## config.mk

```make
export PLATFORM = sky130hd
export DESIGN_NAME = modbus_rtu_read_register_slave
export DESIGN_NICKNAME = d
export VERILOG_FILES = /design/src/hw/rtl/mrr_pkg.sv /design/src/hw/rtl/mrr_ctrl.sv /design/src/hw/rtl/mrr_dp.sv /design/src/hw/rtl/modbus_rtu_read_register_slave.sv
export VERILOG_INCLUDE_DIRS = /design/src /design/src/hw/rtl
export SDC_FILE = /design/constraint.sdc
export NUM_CORES = 1
export LEC_CHECK = 0
export BUFFER_PORTS_ARGS = -buffer_cell sky130_fd_sc_hd__buf_2
export CAP_MARGIN = 20
export CORE_MARGIN = 1
export CORE_UTILIZATION = 25
export DETAILED_ROUTE_END_ITERATION = 8
export GPL_ROUTABILITY_DRIVEN = 0
export HOLD_SLACK_MARGIN = 0.02
export SLEW_MARGIN = 20
export SYNTH_ARGS = -nofsm -noshare
export SYNTH_HDL_FRONTEND = slang
export SYNTH_SLANG_ARGS = --single-unit
```

## constraint.sdc

```tcl
create_clock -name clock -period 5.8 [get_ports clock]
set_input_delay 1.16 -clock clock [delete_from_list [all_inputs] [get_ports clock]]
set_output_delay 1.16 -clock clock [all_outputs]
set_load 0.02 [all_outputs]
```

## src/hw/rtl/modbus_rtu_read_register_slave_defines.svh

```systemverilog
// Assertion macros for the Modbus RTU read-register slave.
// Used by the top level only; expects signals named clock and reset.
`ifndef MODBUS_RTU_READ_REGISTER_SLAVE_DEFINES_SVH
`define MODBUS_RTU_READ_REGISTER_SLAVE_DEFINES_SVH

// antecedent implies consequent in the same cycle
`define MRR_ASSERT_SAME(label, ante, cons) \
   label: assert property (@(posedge clock) disable iff (reset) (ante) |-> (cons)) \
      else $error("assertion failed");

// antecedent implies consequent in the next cycle
`define MRR_ASSERT_NEXT(label, ante, cons) \
   label: assert property (@(posedge clock) disable iff (reset) (ante) |=> (cons)) \
      else $error("assertion failed");

`endif

```

## src/hw/rtl/mrr_pkg.sv

```systemverilog
// Shared types and constants for the Modbus RTU read-register slave.
// No dependencies.
`timescale 1ns / 1ps

package mrr_pkg;

   localparam int REQ_FRAME_BYTES = 8;

   localparam logic [1:0] REQ_BYTE = 2'd0;
   localparam logic [1:0] REQ_POLL = 2'd1;
   localparam logic [1:0] REQ_WORD = 2'd2;

   localparam logic [7:0] FC_READ_HOLD  = 8'h03;
   localparam logic [7:0] FC_READ_INPUT = 8'h04;
   localparam logic [7:0] EXC_FLAG      = 8'h80;
   localparam logic [7:0] EXC_FUNC      = 8'h01;
   localparam logic [7:0] EXC_ADDR      = 8'h02;
   localparam logic [7:0] EXC_VALUE     = 8'h03;

   localparam logic [15:0] CRC_INIT = 16'hFFFF;
   localparam logic [15:0] CRC_POLY = 16'hA001;

   localparam logic CSR_SLAVE_ADDR = 1'b0;
   localparam logic CSR_GAP_TICKS  = 1'b1;

   typedef enum logic [2:0] {
      ST_IDLE,
      ST_ADDR,
      ST_FCRC_LOAD,
      ST_FCRC_BIT,
      ST_FCRC_CMP,
      ST_TX_BYTE,
      ST_TX_BIT
   } state_type;

   typedef struct packed {
      logic byte_in;
      logic word_wr;
      logic poll;
      logic crc_init;
      logic crc_xor_frame;
      logic crc_shift;
      logic idx_inc;
      logic decide;
      logic tx_load;
   } cmd_type;

   typedef struct packed {
      logic waiting;
      logic addr_ok;
      logic bit_last;
      logic fidx_last;
      logic crc_ok;
      logic out_free;
      logic tx_is_body;
      logic tx_is_last;
   } sts_type;

endpackage

```

## src/hw/rtl/mrr_ctrl.sv

```systemverilog
// Sequencer for the read-register slave: frame check and reply emission.
// Depends on mrr_pkg.
`timescale 1ns / 1ps

module mrr_ctrl (
   input  logic              clock,
   input  logic              reset,
   input  logic              req_tvalid,
   input  logic [1:0]        req_type,
   input  logic              req_overflow,
   input  mrr_pkg::sts_type  sts,
   output logic              req_tready,
   output mrr_pkg::cmd_type  cmd,
   output mrr_pkg::state_type state
);

   mrr_pkg::state_type state_ff, state_in;
   logic accept;

   assign req_tready = (state_ff == mrr_pkg::ST_IDLE);
   assign accept     = req_tvalid && req_tready;
   assign state      = state_ff;

   always_ff @(posedge clock) begin
      if (reset) begin
         state_ff <= mrr_pkg::ST_IDLE;
      end else begin
         state_ff <= state_in;
      end
   end

   always_comb begin
      state_in = state_ff;
      case (state_ff)
         mrr_pkg::ST_IDLE: begin
            if (accept && req_type == mrr_pkg::REQ_POLL && !req_overflow && sts.waiting)
               state_in = mrr_pkg::ST_ADDR;
         end
         mrr_pkg::ST_ADDR: begin
            state_in = sts.addr_ok ? mrr_pkg::ST_FCRC_LOAD : mrr_pkg::ST_IDLE;
         end
         mrr_pkg::ST_FCRC_LOAD: state_in = mrr_pkg::ST_FCRC_BIT;
         mrr_pkg::ST_FCRC_BIT: begin
            if (sts.bit_last)
               state_in = sts.fidx_last ? mrr_pkg::ST_FCRC_CMP : mrr_pkg::ST_FCRC_LOAD;
         end
         mrr_pkg::ST_FCRC_CMP: begin
            state_in = sts.crc_ok ? mrr_pkg::ST_TX_BYTE : mrr_pkg::ST_IDLE;
         end
         mrr_pkg::ST_TX_BYTE: begin
            if (sts.out_free) begin
               if (sts.tx_is_last)
                  state_in = mrr_pkg::ST_IDLE;
               else if (sts.tx_is_body)
                  state_in = mrr_pkg::ST_TX_BIT;
            end
         end
         mrr_pkg::ST_TX_BIT: begin
            if (sts.bit_last)
               state_in = mrr_pkg::ST_TX_BYTE;
         end
         default: state_in = mrr_pkg::ST_IDLE;
      endcase
   end

   always_comb begin
      cmd = '0;
      case (state_ff)
         mrr_pkg::ST_IDLE: begin
            cmd.byte_in = accept && req_type == mrr_pkg::REQ_BYTE;
            cmd.poll    = accept && req_type == mrr_pkg::REQ_POLL;
            cmd.word_wr = accept && req_type == mrr_pkg::REQ_WORD;
         end
         mrr_pkg::ST_ADDR:      cmd.crc_init = 1'b1;
         mrr_pkg::ST_FCRC_LOAD: cmd.crc_xor_frame = 1'b1;
         mrr_pkg::ST_FCRC_BIT: begin
            cmd.crc_shift = 1'b1;
            cmd.idx_inc   = sts.bit_last;
         end
         mrr_pkg::ST_FCRC_CMP:  cmd.decide = 1'b1;
         mrr_pkg::ST_TX_BYTE:   cmd.tx_load = sts.out_free;
         mrr_pkg::ST_TX_BIT:    cmd.crc_shift = 1'b1;
         default: cmd = '0;
      endcase
   end

endmodule

```

## src/hw/rtl/mrr_dp.sv

```systemverilog
// Datapath: framing, data word store, bit-serial CRC-16 and reply register.
// Depends on mrr_pkg; commanded by mrr_ctrl.
`timescale 1ns / 1ps

module mrr_dp #(
   parameter int DATA_WORDS = 8,
   parameter int MAX_READ   = 8
) (
   input  logic             clock,
   input  logic             reset,
   input  logic             csr_we,
   input  logic             csr_index,
   input  logic [15:0]      csr_wdata,
   input  logic [7:0]       rx_byte,
   input  logic [15:0]      rx_tick,
   input  logic             rx_overflow,
   input  logic [2:0]       word_index,
   input  logic [15:0]      word_value,
   input  mrr_pkg::cmd_type cmd,
   input  logic             rsp_tready,
   output mrr_pkg::sts_type sts,
   output logic             rsp_tvalid,
   output logic [7:0]       rsp_tdata,
   output logic             rsp_tlast,
   output logic             rsp_tuser
);

   localparam int AW    = (DATA_WORDS > 1) ? $clog2(DATA_WORDS) : 1;
   localparam int DEPTH = 1 << AW;

   logic [7:0]  slave_addr_ff;
   logic [15:0] gap_ff;

   logic [7:0]  frame_ff [mrr_pkg::REQ_FRAME_BYTES];
   logic [2:0]  fill_ff, fill_in;
   logic [15:0] last_tick_ff;
   logic        waiting_ff, waiting_in;
   logic [15:0] elapsed;

   logic [15:0]      mem [DEPTH];
   logic [DEPTH-1:0] vld_ff;
   logic [15:0]      rd_data_ff;
   logic             rd_valid_ff;
   logic [AW-1:0]    rd_addr;
   logic [15:0]      rd_sum;
   logic [7:0]       wi;
   logic [6:0]       widx;

   logic [15:0] crc_ff, crc_step;
   logic [2:0]  bit_ff;
   logic [2:0]  idx_ff;
   logic [7:0]  k_ff;
   logic [7:0]  body_ff;
   logic        exc_ff;
   logic [7:0]  code_ff;

   logic [7:0]  fc;
   logic [15:0] start_w, count_w;
   logic [16:0] range_end;
   logic [7:0]  body_byte, tx_byte, word_byte;
   logic        out_free;

   logic        valid_ff;
   logic [7:0]  tdata_ff;
   logic        tlast_ff, tuser_ff;

   assign fc        = frame_ff[1];
   assign start_w   = {frame_ff[2], frame_ff[3]};
   assign count_w   = {frame_ff[4], frame_ff[5]};
   assign range_end = {1'b0, start_w} + {1'b0, count_w};
   assign elapsed   = rx_tick - last_tick_ff;
   assign crc_step  = crc_ff[0] ? ((crc_ff >> 1) ^ mrr_pkg::CRC_POLY) : (crc_ff >> 1);
   assign out_free  = !valid_ff || rsp_tready;

   // configuration
   always_ff @(posedge clock) begin
      if (reset) begin
         slave_addr_ff <= 8'd1;
         gap_ff        <= 16'd15;
      end else if (csr_we) begin
         case (csr_index)
            mrr_pkg::CSR_SLAVE_ADDR: slave_addr_ff <= csr_wdata[7:0];
            mrr_pkg::CSR_GAP_TICKS:  gap_ff <= csr_wdata;
            default: ;
         endcase
      end
   end

   // framing
   always_comb begin
      fill_in    = fill_ff;
      waiting_in = waiting_ff;
      if (cmd.byte_in && !waiting_ff) begin
         fill_in = (elapsed >= gap_ff) ? 3'd0 : fill_ff;
         if (fill_in == 3'(mrr_pkg::REQ_FRAME_BYTES - 1)) begin
            waiting_in = 1'b1;
            fill_in    = 3'd0;
         end else begin
            fill_in = fill_in + 3'd1;
         end
      end
      if (cmd.poll) begin
         waiting_in = 1'b0;
         if (rx_overflow)
            fill_in = 3'd0;
      end
   end

   always_ff @(posedge clock) begin
      if (reset) begin
         fill_ff      <= '0;
         last_tick_ff <= '0;
         waiting_ff   <= 1'b0;
      end else begin
         fill_ff    <= fill_in;
         waiting_ff <= waiting_in;
         if (cmd.byte_in)
            last_tick_ff <= rx_tick;
      end
   end

   always_ff @(posedge clock) begin
      if (cmd.byte_in && !waiting_ff)
         frame_ff[(elapsed >= gap_ff) ? 3'd0 : fill_ff] <= rx_byte;
   end

   // data word store; invalid entries read as zero
   assign widx    = {4'd0, word_index};
   assign wi      = (k_ff - 8'd3) >> 1;
   assign rd_sum  = start_w + {8'd0, wi};
   assign rd_addr = rd_sum[AW-1:0];

   always_ff @(posedge clock) begin
      if (cmd.word_wr && widx < 7'(DATA_WORDS))
         mem[widx[AW-1:0]] <= word_value;
      rd_data_ff <= mem[rd_addr];
   end

   always_ff @(posedge clock) begin
      if (reset) begin
         vld_ff      <= '0;
         rd_valid_ff <= 1'b0;
      end else begin
         if (cmd.word_wr && widx < 7'(DATA_WORDS))
            vld_ff[widx[AW-1:0]] <= 1'b1;
         rd_valid_ff <= vld_ff[rd_addr];
      end
   end

   // crc and sequencing counters
   always_ff @(posedge clock) begin
      if (cmd.crc_init) begin
         crc_ff <= mrr_pkg::CRC_INIT;
         idx_ff <= '0;
      end
      if (cmd.crc_xor_frame) begin
         crc_ff <= crc_ff ^ {8'd0, frame_ff[idx_ff]};
         bit_ff <= '0;
      end
      if (cmd.crc_shift) begin
         crc_ff <= crc_step;
         bit_ff <= bit_ff + 3'd1;
      end
      if (cmd.idx_inc)
         idx_ff <= idx_ff + 3'd1;
      if (cmd.decide) begin
         crc_ff <= mrr_pkg::CRC_INIT;
         k_ff   <= '0;
         if (fc != mrr_pkg::FC_READ_HOLD && fc != mrr_pkg::FC_READ_INPUT) begin
            exc_ff  <= 1'b1;
            code_ff <= mrr_pkg::EXC_FUNC;
         end else if (count_w == 16'd0 || count_w > 16'(MAX_READ)) begin
            exc_ff  <= 1'b1;
            code_ff <= mrr_pkg::EXC_VALUE;
         end else if (range_end > 17'(DATA_WORDS)) begin
            exc_ff  <= 1'b1;
            code_ff <= mrr_pkg::EXC_ADDR;
         end else begin
            exc_ff  <= 1'b0;
            code_ff <= {count_w[6:0], 1'b0};
         end
         body_ff <= 8'd3;
         if (fc == mrr_pkg::FC_READ_HOLD || fc == mrr_pkg::FC_READ_INPUT)
            if (count_w != 16'd0 && count_w <= 16'(MAX_READ) &&
                range_end <= 17'(DATA_WORDS))
               body_ff <= 8'd3 + {count_w[6:0], 1'b0};
      end
      if (cmd.tx_load) begin
         k_ff <= k_ff + 8'd1;
         if (k_ff < body_ff) begin
            crc_ff <= crc_ff ^ {8'd0, body_byte};
            bit_ff <= '0;
         end
      end
   end

   // reply byte selection
   always_comb begin
      word_byte = k_ff[0] ? (rd_valid_ff ? rd_data_ff[15:8] : 8'd0)
                          : (rd_valid_ff ? rd_data_ff[7:0]  : 8'd0);
      case (k_ff)
         8'd0:    body_byte = slave_addr_ff;
         8'd1:    body_byte = exc_ff ? (fc | mrr_pkg::EXC_FLAG) : fc;
         8'd2:    body_byte = code_ff;
         default: body_byte = word_byte;
      endcase
      if (k_ff < body_ff)
         tx_byte = body_byte;
      else if (k_ff == body_ff)
         tx_byte = crc_ff[7:0];
      else
         tx_byte = crc_ff[15:8];
   end

   // output register
   always_ff @(posedge clock) begin
      if (reset) begin
         valid_ff <= 1'b0;
      end else if (cmd.tx_load) begin
         valid_ff <= 1'b1;
      end else if (rsp_tready) begin
         valid_ff <= 1'b0;
      end
   end

   always_ff @(posedge clock) begin
      if (cmd.tx_load) begin
         tdata_ff <= tx_byte;
         tlast_ff <= (k_ff == body_ff + 8'd1);
         tuser_ff <= exc_ff;
      end
   end

   assign rsp_tvalid = valid_ff;
   assign rsp_tdata  = tdata_ff;
   assign rsp_tlast  = tlast_ff;
   assign rsp_tuser  = tuser_ff;

   assign sts.waiting    = waiting_ff;
   assign sts.addr_ok    = slave_addr_ff != 8'd0 && frame_ff[0] == slave_addr_ff;
   assign sts.bit_last   = bit_ff == 3'd7;
   assign sts.fidx_last  = idx_ff == 3'(mrr_pkg::REQ_FRAME_BYTES - 3);
   assign sts.crc_ok     = crc_ff == {frame_ff[mrr_pkg::REQ_FRAME_BYTES - 1],
                                      frame_ff[mrr_pkg::REQ_FRAME_BYTES - 2]};
   assign sts.out_free   = out_free;
   assign sts.tx_is_body = k_ff < body_ff;
   assign sts.tx_is_last = k_ff == body_ff + 8'd1;

endmodule

```

## src/hw/rtl/modbus_rtu_read_register_slave.sv

```systemverilog
// Modbus RTU read-register slave: top level joining controller and datapath.
// Depends on mrr_pkg, mrr_ctrl, mrr_dp and the assertion macro header.
//
// Usage:
//   req_* carries one request per handshake; tuser selects the kind (received
//   byte, poll, data word write). rsp_* returns reply bytes, tlast on the
//   final CRC byte, tuser set on every byte of an exception reply.
//   csr_* writes slave address (index 0) or gap ticks (index 1).
// Sequence:
//   A poll that finds a frame checks the address and runs the bit-serial
//   CRC over six bytes. Each reply body byte then passes bit by bit through
//   the same CRC unit; the two CRC bytes are loaded without a CRC pass.
//   A full reply holds 21 bytes with MAX_READ at 8. One request is worked
//   at a time; req_tready is high whenever the sequencer is idle, also
//   while the last reply byte still waits in the output register.
// Reset clears framing state and data word valid bits, presets configuration.
// A stalled receiver holds the current reply byte and the sequencer waits.
`timescale 1ns / 1ps
`include "modbus_rtu_read_register_slave_defines.svh"

module modbus_rtu_read_register_slave #(
   parameter int DATA_WORDS = 8,
   parameter int MAX_READ   = 8
) (
   input  logic        clock,
   input  logic        reset,
   input  logic        csr_we,
   input  logic        csr_index,
   input  logic [15:0] csr_wdata,
   input  logic        req_tvalid,
   output logic        req_tready,
   // rx_byte[7:0], rx_tick[23:8], rx_overflow[24], word_index[27:25],
   // word_value[43:28], zero fill [47:44]
   input  logic [47:0] req_tdata,
   // req_type[1:0]
   input  logic [1:0]  req_tuser,
   output logic        rsp_tvalid,
   input  logic        rsp_tready,
   // tx_byte[7:0]
   output logic [7:0]  rsp_tdata,
   output logic        rsp_tlast,
   // reply_is_exception[0]
   output logic        rsp_tuser
);

   mrr_pkg::cmd_type   cmd;
   mrr_pkg::sts_type   sts;
   mrr_pkg::state_type state;
   logic               poll_fire;
   logic               byte_fire;

   assign poll_fire = req_tvalid && req_tready && req_tuser == mrr_pkg::REQ_POLL;
   assign byte_fire = req_tvalid && req_tready && req_tuser == mrr_pkg::REQ_BYTE;

   mrr_ctrl u_ctrl (
      .clock        (clock),
      .reset        (reset),
      .req_tvalid   (req_tvalid),
      .req_type     (req_tuser),
      .req_overflow (req_tdata[24]),
      .sts          (sts),
      .req_tready   (req_tready),
      .cmd          (cmd),
      .state        (state)
   );

   mrr_dp #(
      .DATA_WORDS (DATA_WORDS),
      .MAX_READ   (MAX_READ)
   ) u_dp (
      .clock       (clock),
      .reset       (reset),
      .csr_we      (csr_we),
      .csr_index   (csr_index),
      .csr_wdata   (csr_wdata),
      .rx_byte     (req_tdata[7:0]),
      .rx_tick     (req_tdata[23:8]),
      .rx_overflow (req_tdata[24]),
      .word_index  (req_tdata[27:25]),
      .word_value  (req_tdata[43:28]),
      .cmd         (cmd),
      .rsp_tready  (rsp_tready),
      .sts         (sts),
      .rsp_tvalid  (rsp_tvalid),
      .rsp_tdata   (rsp_tdata),
      .rsp_tlast   (rsp_tlast),
      .rsp_tuser   (rsp_tuser)
   );

   // a poll always consumes the waiting frame
   `MRR_ASSERT_NEXT(a_poll_clears, poll_fire, !sts.waiting)
   // bytes arriving while a frame waits are dropped
   `MRR_ASSERT_NEXT(a_byte_drop, byte_fire && sts.waiting, sts.waiting)
   // a reply byte is loaded only into a free output register
   `MRR_ASSERT_SAME(a_load_free, cmd.tx_load, !rsp_tvalid || rsp_tready)
   // no request is taken while a frame is being handled
   `MRR_ASSERT_SAME(a_busy_stall, state != mrr_pkg::ST_IDLE, !req_tready)

endmodule
```

# Yosys cells after proc, flatten, opt, wreduce, memory -nomap -nowiden
# Memory sizes are Yosys's and may differ from the RTL's. A register that Yosys moved wholly into a read port is not among the register bits.
# Cells that the tools add are included.
# op_classes
n_mul	0
addsub	10
n_bitwise	5
eq_ne	26
magnitude_cmp	10
n_shift	0
n_reduce_logical	37
n_div	0
n_mux	58
# op_table
operator	n
$mux 16	7
$mux 8	8
$mux 3	21
$xor 16x8->16	2
$eq 8x8->1	3
$pmux 8 s3	1
$pmux 3 s7	1
$eq 3x3->1 const B	6
$add 16x16->17	1
$gt 17x4->1 const B	1
$le 17x4->1 const B	1
$add 8x1->8 const B	2
$eq 16x16->1	1
$eq 8x2->1 const B	2
$ge 16x16->1	1
$gt 16x4->1 const B	1
$le 16x4->1 const B	1
$logic_not 16->1	1
$reduce_bool 16->1	1
$sub 16x16->16	1
$mux 1	15
$logic_and 1x1->1	13
$lt 3x4->1 const B	3
$add 3x1->3 const B	3
other kinds (33)	49
# word_totals
romBits	0
regBits	114
wordCells	169
n_memories	2
input_bits	72
output_inout_bits	12
latch_bits	0
ram_bits	192
# memory_table
memory	words	word_bits	rd	rd_ports_with_merged_regs	write_ports	line_no	source
u_dp.mem	8	16	1	1	1	mrr_dp.sv:40	logic [15:0] mem [DEPTH];
u_dp.frame_ff	8	8	9	1	1	mrr_dp.sv:34	logic [7:0] frame_ff [mrr_pkg::REQ_FRAME_BYTES];

# Longest topological paths before layout
# depth
ltp_word	8
mapped_depth	23
depth_no_buf	23

# Modules after synthesis
# Synthesis repeated with hierarchy kept, for this count alone.
# unflattened
hier_cells	1252
area_unflattened_um2	15830.2
# modules_own_cells
module	area_each_um2	seq_area_each_um2	cells_each	n_inst
mrr_dp	15452.3	8798.4	1204	1
mrr_ctrl	377.9	60.1	48	1

# Worst setup path after synthesis
# Ideal clock, no wire load.
# synth_timing
path_kind	input-to-reg
startpoint	in req_tdata[8]
endpoint	mem u_dp.frame_ff[1][0], enable pin
path_stages	18
arrival_ns	5.233
setup_ns	0.419
setup_slack_ns	0.148
path_buffers	0
required_ns	5.381
cell_sequence	inv_1 > ha_1 > fa_1 > nor2b_1 > o21a_1 > o21ai_0 > a21o_1 > a21oi_1 > nor3_1 > xnor2_1 > ha_1 > a21oi_1 > nor2b_1 > o21ai_0 > nand2b_1 > a221oi_1 > o21bai_1 > a2111oi_0
# synth_via
elab_chain_len	3
# synth_rtl
element	line_no	source
start, declared	modbus_rtu_read_register_slave.sv:34	input logic [47:0] req_tdata,
$sub 16x16->16	mrr_dp.sv:71	assign elapsed = rx_tick - last_tick_ff;
$ge 16x16->1	mrr_dp.sv:124	frame_ff[(elapsed >= gap_ff) ? 3'd0 : fill_ff] <= rx_byte;
$mux 3	mrr_dp.sv:124	
end, declared	mrr_dp.sv:34	
# Every way passes these cells.

# Worst setup path in the final report
# layout_timing
startpoint	in req_tdata[8]
endpoint	reg u_dp.fill_ff[2]
# layout_via
elab_chain_len	8
elab_cells_between_ends	9
classes_between	2 x add/sub; 1 x order compare; 1 x eq/ne; 5 x mux
# layout_rtl
element	line_no	source
$sub 16x16->16 (*)	mrr_dp.sv:71	
$ge 16x16->1 (*)	mrr_dp.sv:94	fill_in = (elapsed >= gap_ff) ? 3'd0 : fill_ff;
$mux 3 (*)	mrr_dp.sv:94	
$add 3x1->3 / $eq 3x3->1 (equally long branches)	mrr_dp.sv:99, mrr_dp.sv:95	
$mux 3 (*)	mrr_dp.sv:95	if (fill_in == 3'(mrr_pkg::REQ_FRAME_BYTES - 1)) begin
$mux 3 (*)	mrr_dp.sv:93	if (cmd.byte_in && !waiting_ff) begin
$mux 3	mrr_dp.sv:104	if (rx_overflow)
$mux 3 (*)	mrr_dp.sv:102	if (cmd.poll) begin
end signal, assigned	mrr_dp.sv:115	fill_ff <= fill_in;
end, declared	mrr_dp.sv:35	logic [2:0] fill_ff, fill_in;
# Every way passes the cells marked *; elsewhere a longest branch is shown, timed or not.
# A chain may end at the register's enable or synchronous reset.

==> out/qor.txt <==
POWER
-------------------------------------------------------------------------------------
Clk pwr share                                                                   0.445
Power share of the combinational group                                          0.068
Worst voltage drop across the vdd grid                                      0.1933 mV
Internal power contribution                                                  4.041 mW
Power Density                                                            279.8 nW/um^2
P_leak                                                                       6.498 nW
Switching power summed over all nets                                         1.191 mW
Sequential Power Share                                                          0.486
Total Power Consumption                                                      5.232 mW
Net switching fraction of the power                                            0.2276

DIE
-------------------------------------------------------------------------------------
Initial Utilization                                                            0.2531
IO Pins                                                                            84
Core ar.                                                                  63200 sq um
Die boundary width                                                       254.9 microns
Num rows                                                                           92
Area enclosed by the die boundary                                         64990 sq um
Die height                                                               254.9 microns

CLOCKING
-------------------------------------------------------------------------------------
Number of buffers inserted during clock tree synthesis                             36
CTS clock-pin slew for the worst setup and hold paths                         0.06 ns
Quantity of hold-fixing buffers added after cts                                     0
Post-cts repair resize count                                                        0
Root buffer selected by CTS                                              sky130_fd_sc_hd__clkbuf_16
Setup bufs post-CTS                                                                 0
Clock sink total                                                                  324
H-tree lvl count                                                                    2
TritonCTS clock tree                                                             done
Clock Latency Late Sink                                                       0.55 ns
Maximum buffer depth of the clock tree                                              3

SYNTHESIS
-------------------------------------------------------------------------------------
Part of the Yosys area used for sequential elements                            0.5539
Number of enable flip-flop cells after synthesis                                  237
Synthesis warning total                                                             0
Count of cell types in the netlist                                                 66
Share of synthesized registers carrying an async set or reset                       0
Library cell with the largest summed area after synthesis                sky130_fd_sc_hd__edfxtp_1
Count of mapped cells out of synthesis                                           1309
Area of the mapped netlist                                                15990 sq um
Post-synthesis register bit count                                                 324
Top cells by area, synth                                                 sky130_fd_sc_hd__edfxtp_1, sky130_fd_sc_hd__dfxtp_1, sky130_fd_sc_hd__mux4_2
Share of the synthesized area in the top cell type                             0.4450
Post-synth top flop                                                      sky130_fd_sc_hd__edfxtp_1
Mean post-synth cell area                                                 12.22 sq um

FINISH
-------------------------------------------------------------------------------------
Final core utilization                                                         0.2959
Most used cells in the layout excluding fill and tap cells               sky130_fd_sc_hd__edfxtp_1, sky130_fd_sc_hd__nand2_1, sky130_fd_sc_hd__nor2_1
Area of the multi-input gates                                              6720 sq um
Number of nets in the layout                                                     1536
Most frequent standard cell in the layout excluding fill and tap cells   sky130_fd_sc_hd__edfxtp_1
Area Overhead vs Synth                                                         16.93%
Number of fill cells in the layout                                               6364
Fraction of final layout cells with drive strength greater than 1              0.1921
Area taken by flip-flops and latches                                       8859 sq um

ROUTE
-------------------------------------------------------------------------------------
Via-to-Cell Ratio                                                               4.702
Wire length reported by the detailed router                              39020 microns
Initial DRC Count                                                                 801
Vias after detailed routing                                                    10.67k
Residual antenna-violating net count after detailed routing                         0
Pre-Repair DR Iteration Count                                                       9
DR DRC count                                                                        0
Wire length per cell                                                     17.20 microns

STATUS
-------------------------------------------------------------------------------------
Outcome                                                                  complete, no violations

STA
-------------------------------------------------------------------------------------
Setup repair after global routing missed its margin                                no
Count of pins over their slew limit                                                 0
Final worst path period share                                                  0.8325
Worst Skew                                                                 0.02219 ns
Highest Clock Rate                                                          207.1 MHz
Slew at the pin closest to its max-slew limit                                1.066 ns
Tightest slew margin relative to the limit                                     0.2896
Final hold violation count                                                          0
Finish-stage setup viols                                                            0
Accumulated negative setup slack                                                 0 ns
Period minus WS final                                                        4.828 ns

SETUP PATH
-------------------------------------------------------------------------------------
FF-to-FF setup slack                                                          1.35 ns
Sort of element at the end of the critical path                             flip-flop
Cell depth of the worst flop-to-flop path                                          19
CP arrival                                                                    5.26 ns
Crit Path Category                                                          in -> reg
Maximum fanout count along the critical path                                        8
Kind of launch point of the worst setup path                                input pin
Endpoint required time on the critical path                                   6.23 ns

PLACE
-------------------------------------------------------------------------------------
HPWL reported at the end of detailed placement                           27760 microns
Number of buffers inserted by port buffering                                       79

GLOBAL ROUTING
-------------------------------------------------------------------------------------
First-pass GRT wire length                                               60470 microns
Pin count of the biggest net entering global routing                               56
Number of antenna violations at the first check in global routing                   4
Number of global-route vias before repair                                      10.40k
Grt total ovfl                                                                      0
Combined global-route utilization of all metal layers                          0.1209

HOLD PATH
-------------------------------------------------------------------------------------
Class of the tightest hold or removal check                                reg -> reg
Number of instances on the worst hold path                                          2

RUN
-------------------------------------------------------------------------------------
Max Cap Viol                                                                        0

==> synthesized netlist by cell type, types with 9 or more instances <==
library cell / instances
sky130_fd_sc_hd__edfxtp_1: 237
sky130_fd_sc_hd__nand2_1: 101
sky130_fd_sc_hd__nor2_1: 93
sky130_fd_sc_hd__dfxtp_1: 87
sky130_fd_sc_hd__inv_1: 73
sky130_fd_sc_hd__a21oi_1: 72
sky130_fd_sc_hd__ha_1: 68
sky130_fd_sc_hd__mux4_2: 50
sky130_fd_sc_hd__clkbuf_1: 49
sky130_fd_sc_hd__o21ai_0: 47
sky130_fd_sc_hd__xnor2_1: 40
sky130_fd_sc_hd__mux2_2: 39
sky130_fd_sc_hd__nor3_1: 25
sky130_fd_sc_hd__nand2b_1: 24
sky130_fd_sc_hd__nand3_1: 24
sky130_fd_sc_hd__mux2i_1: 23
sky130_fd_sc_hd__xor2_1: 23
sky130_fd_sc_hd__nand3b_1: 19
sky130_fd_sc_hd__a21o_1: 14
sky130_fd_sc_hd__o211ai_1: 13
sky130_fd_sc_hd__a211oi_1: 11
sky130_fd_sc_hd__nor2b_1: 11
sky130_fd_sc_hd__nor4_1: 11
sky130_fd_sc_hd__nand4_1: 10
sky130_fd_sc_hd__a2111oi_0: 9
sky130_fd_sc_hd__buf_1: 9
==> per-layer routing <==
layer / track usage / vias up / part of all wire
met4: 0.03661 / 4 / 0.019
met2: 0.1936 / 309 / 0.46
met1: 0.1656 / 5245 / 0.46
li1: - / 5066 / -
met5: 0 / - / 0.00056
met3: 0.02136 / 45 / 0.062
==> worst max-delay path: stages <==
cell                       delay [ns]
sky130_fd_sc_hd__buf_2           0.10
sky130_fd_sc_hd__inv_1           0.05
sky130_fd_sc_hd__ha_1            0.19
sky130_fd_sc_hd__fa_1            0.22
sky130_fd_sc_hd__nor2b_1         0.05
sky130_fd_sc_hd__o21a_1          0.18
sky130_fd_sc_hd__o21ai_0         0.22
sky130_fd_sc_hd__a21o_1          0.18
sky130_fd_sc_hd__a21oi_1         0.09
sky130_fd_sc_hd__o31ai_1         0.48
sky130_fd_sc_hd__xnor2_1         0.14
sky130_fd_sc_hd__ha_1            0.31
sky130_fd_sc_hd__o211ai_1        0.09
sky130_fd_sc_hd__nor2_1          0.11
sky130_fd_sc_hd__a221oi_1        0.11
sky130_fd_sc_hd__o21bai_1        0.69
sky130_fd_sc_hd__a21oi_1         0.16
sky130_fd_sc_hd__ha_1            0.23
sky130_fd_sc_hd__ha_1            0.27
sky130_fd_sc_hd__mux2i_1         0.15
sky130_fd_sc_hd__nor2_1          0.06
==> power by group through the flow <==
stage	clock network, mW	registers, mW	logic, mW
global route	2.47	2.55	0.404
floorplan	0	2.57	0.253
CTS	2.39	2.54	0.360
detailed placement	0	2.59	0.358
global placement	0	2.59	0.351
finish	2.33	2.54	0.358
==> logic make-up after synthesis <==
logic type,Yosys count,share of synthesized area
other,1,0.0002345
buffers and inverters,135,0.03192
AND/OR/NAND/NOR,360,0.1100
flip-flops,324,0.5539
AO/OA/AOI/OAI,243,0.1002
multiplexers,112,0.1123
adder cells (fa/ha/maj),71,0.05696
XOR/XNOR,63,0.03450
==> worst paths after layout <==
check                                     startpoint             endpoint
worst max register to register  u_dp.last_tick_ff[1]  u_dp.frame_ff[6][6]
worst max-delay path                    req_tdata[8]      u_dp.fill_ff[2]
worst min-delay path                 u_dp.gap_ff[10]      u_dp.gap_ff[10]
worst min register to register       u_dp.gap_ff[10]      u_dp.gap_ff[10]
==> registers in the layout, summed over array words and instances, names as in the netlist, 8 cells and up, named ones only <==
name,cells
u_dp.frame_ff,64
u_dp.crc_ff,16
u_dp.rd_data_ff,16
u_dp.k_ff,8
u_dp.gap_ff,16
u_dp.code_ff,8
u_dp.vld_ff,8
u_dp.slave_addr_ff,8
u_dp.mem,128
u_dp.last_tick_ff,16
u_dp.rsp_tdata,8
==> area by class of cell <==
type / count / area share
Sequential cell: 324 / 0.4737
Multi-Input combinational cell: 855 / 0.3594
Tap cell: 846 / 0.05660
Clock buffer: 45 / 0.05159
Timing Repair Buffer: 102 / 0.03038
Inverter: 74 / 0.01485
Clock inverter: 21 / 0.01325
Antenna cell: 2 / 0.0002676
==> stage by stage <==
step	instance area, sq um	worst slack (ns)	hold slack (ns)	cells
after floorplan	16010	0.1480	0.4207	1314
after global placement	17470	0.4658	0.4451	2201
after detailed placement	17470	0.4297	0.4517	2201
after CTS	18690	0.9753	0.4590	2267
after global routing	18700	0.5417	0.4786	2269
final	18700	0.9716	0.4533	2269
No activity file was read; power rests on OpenSTA's default activity.
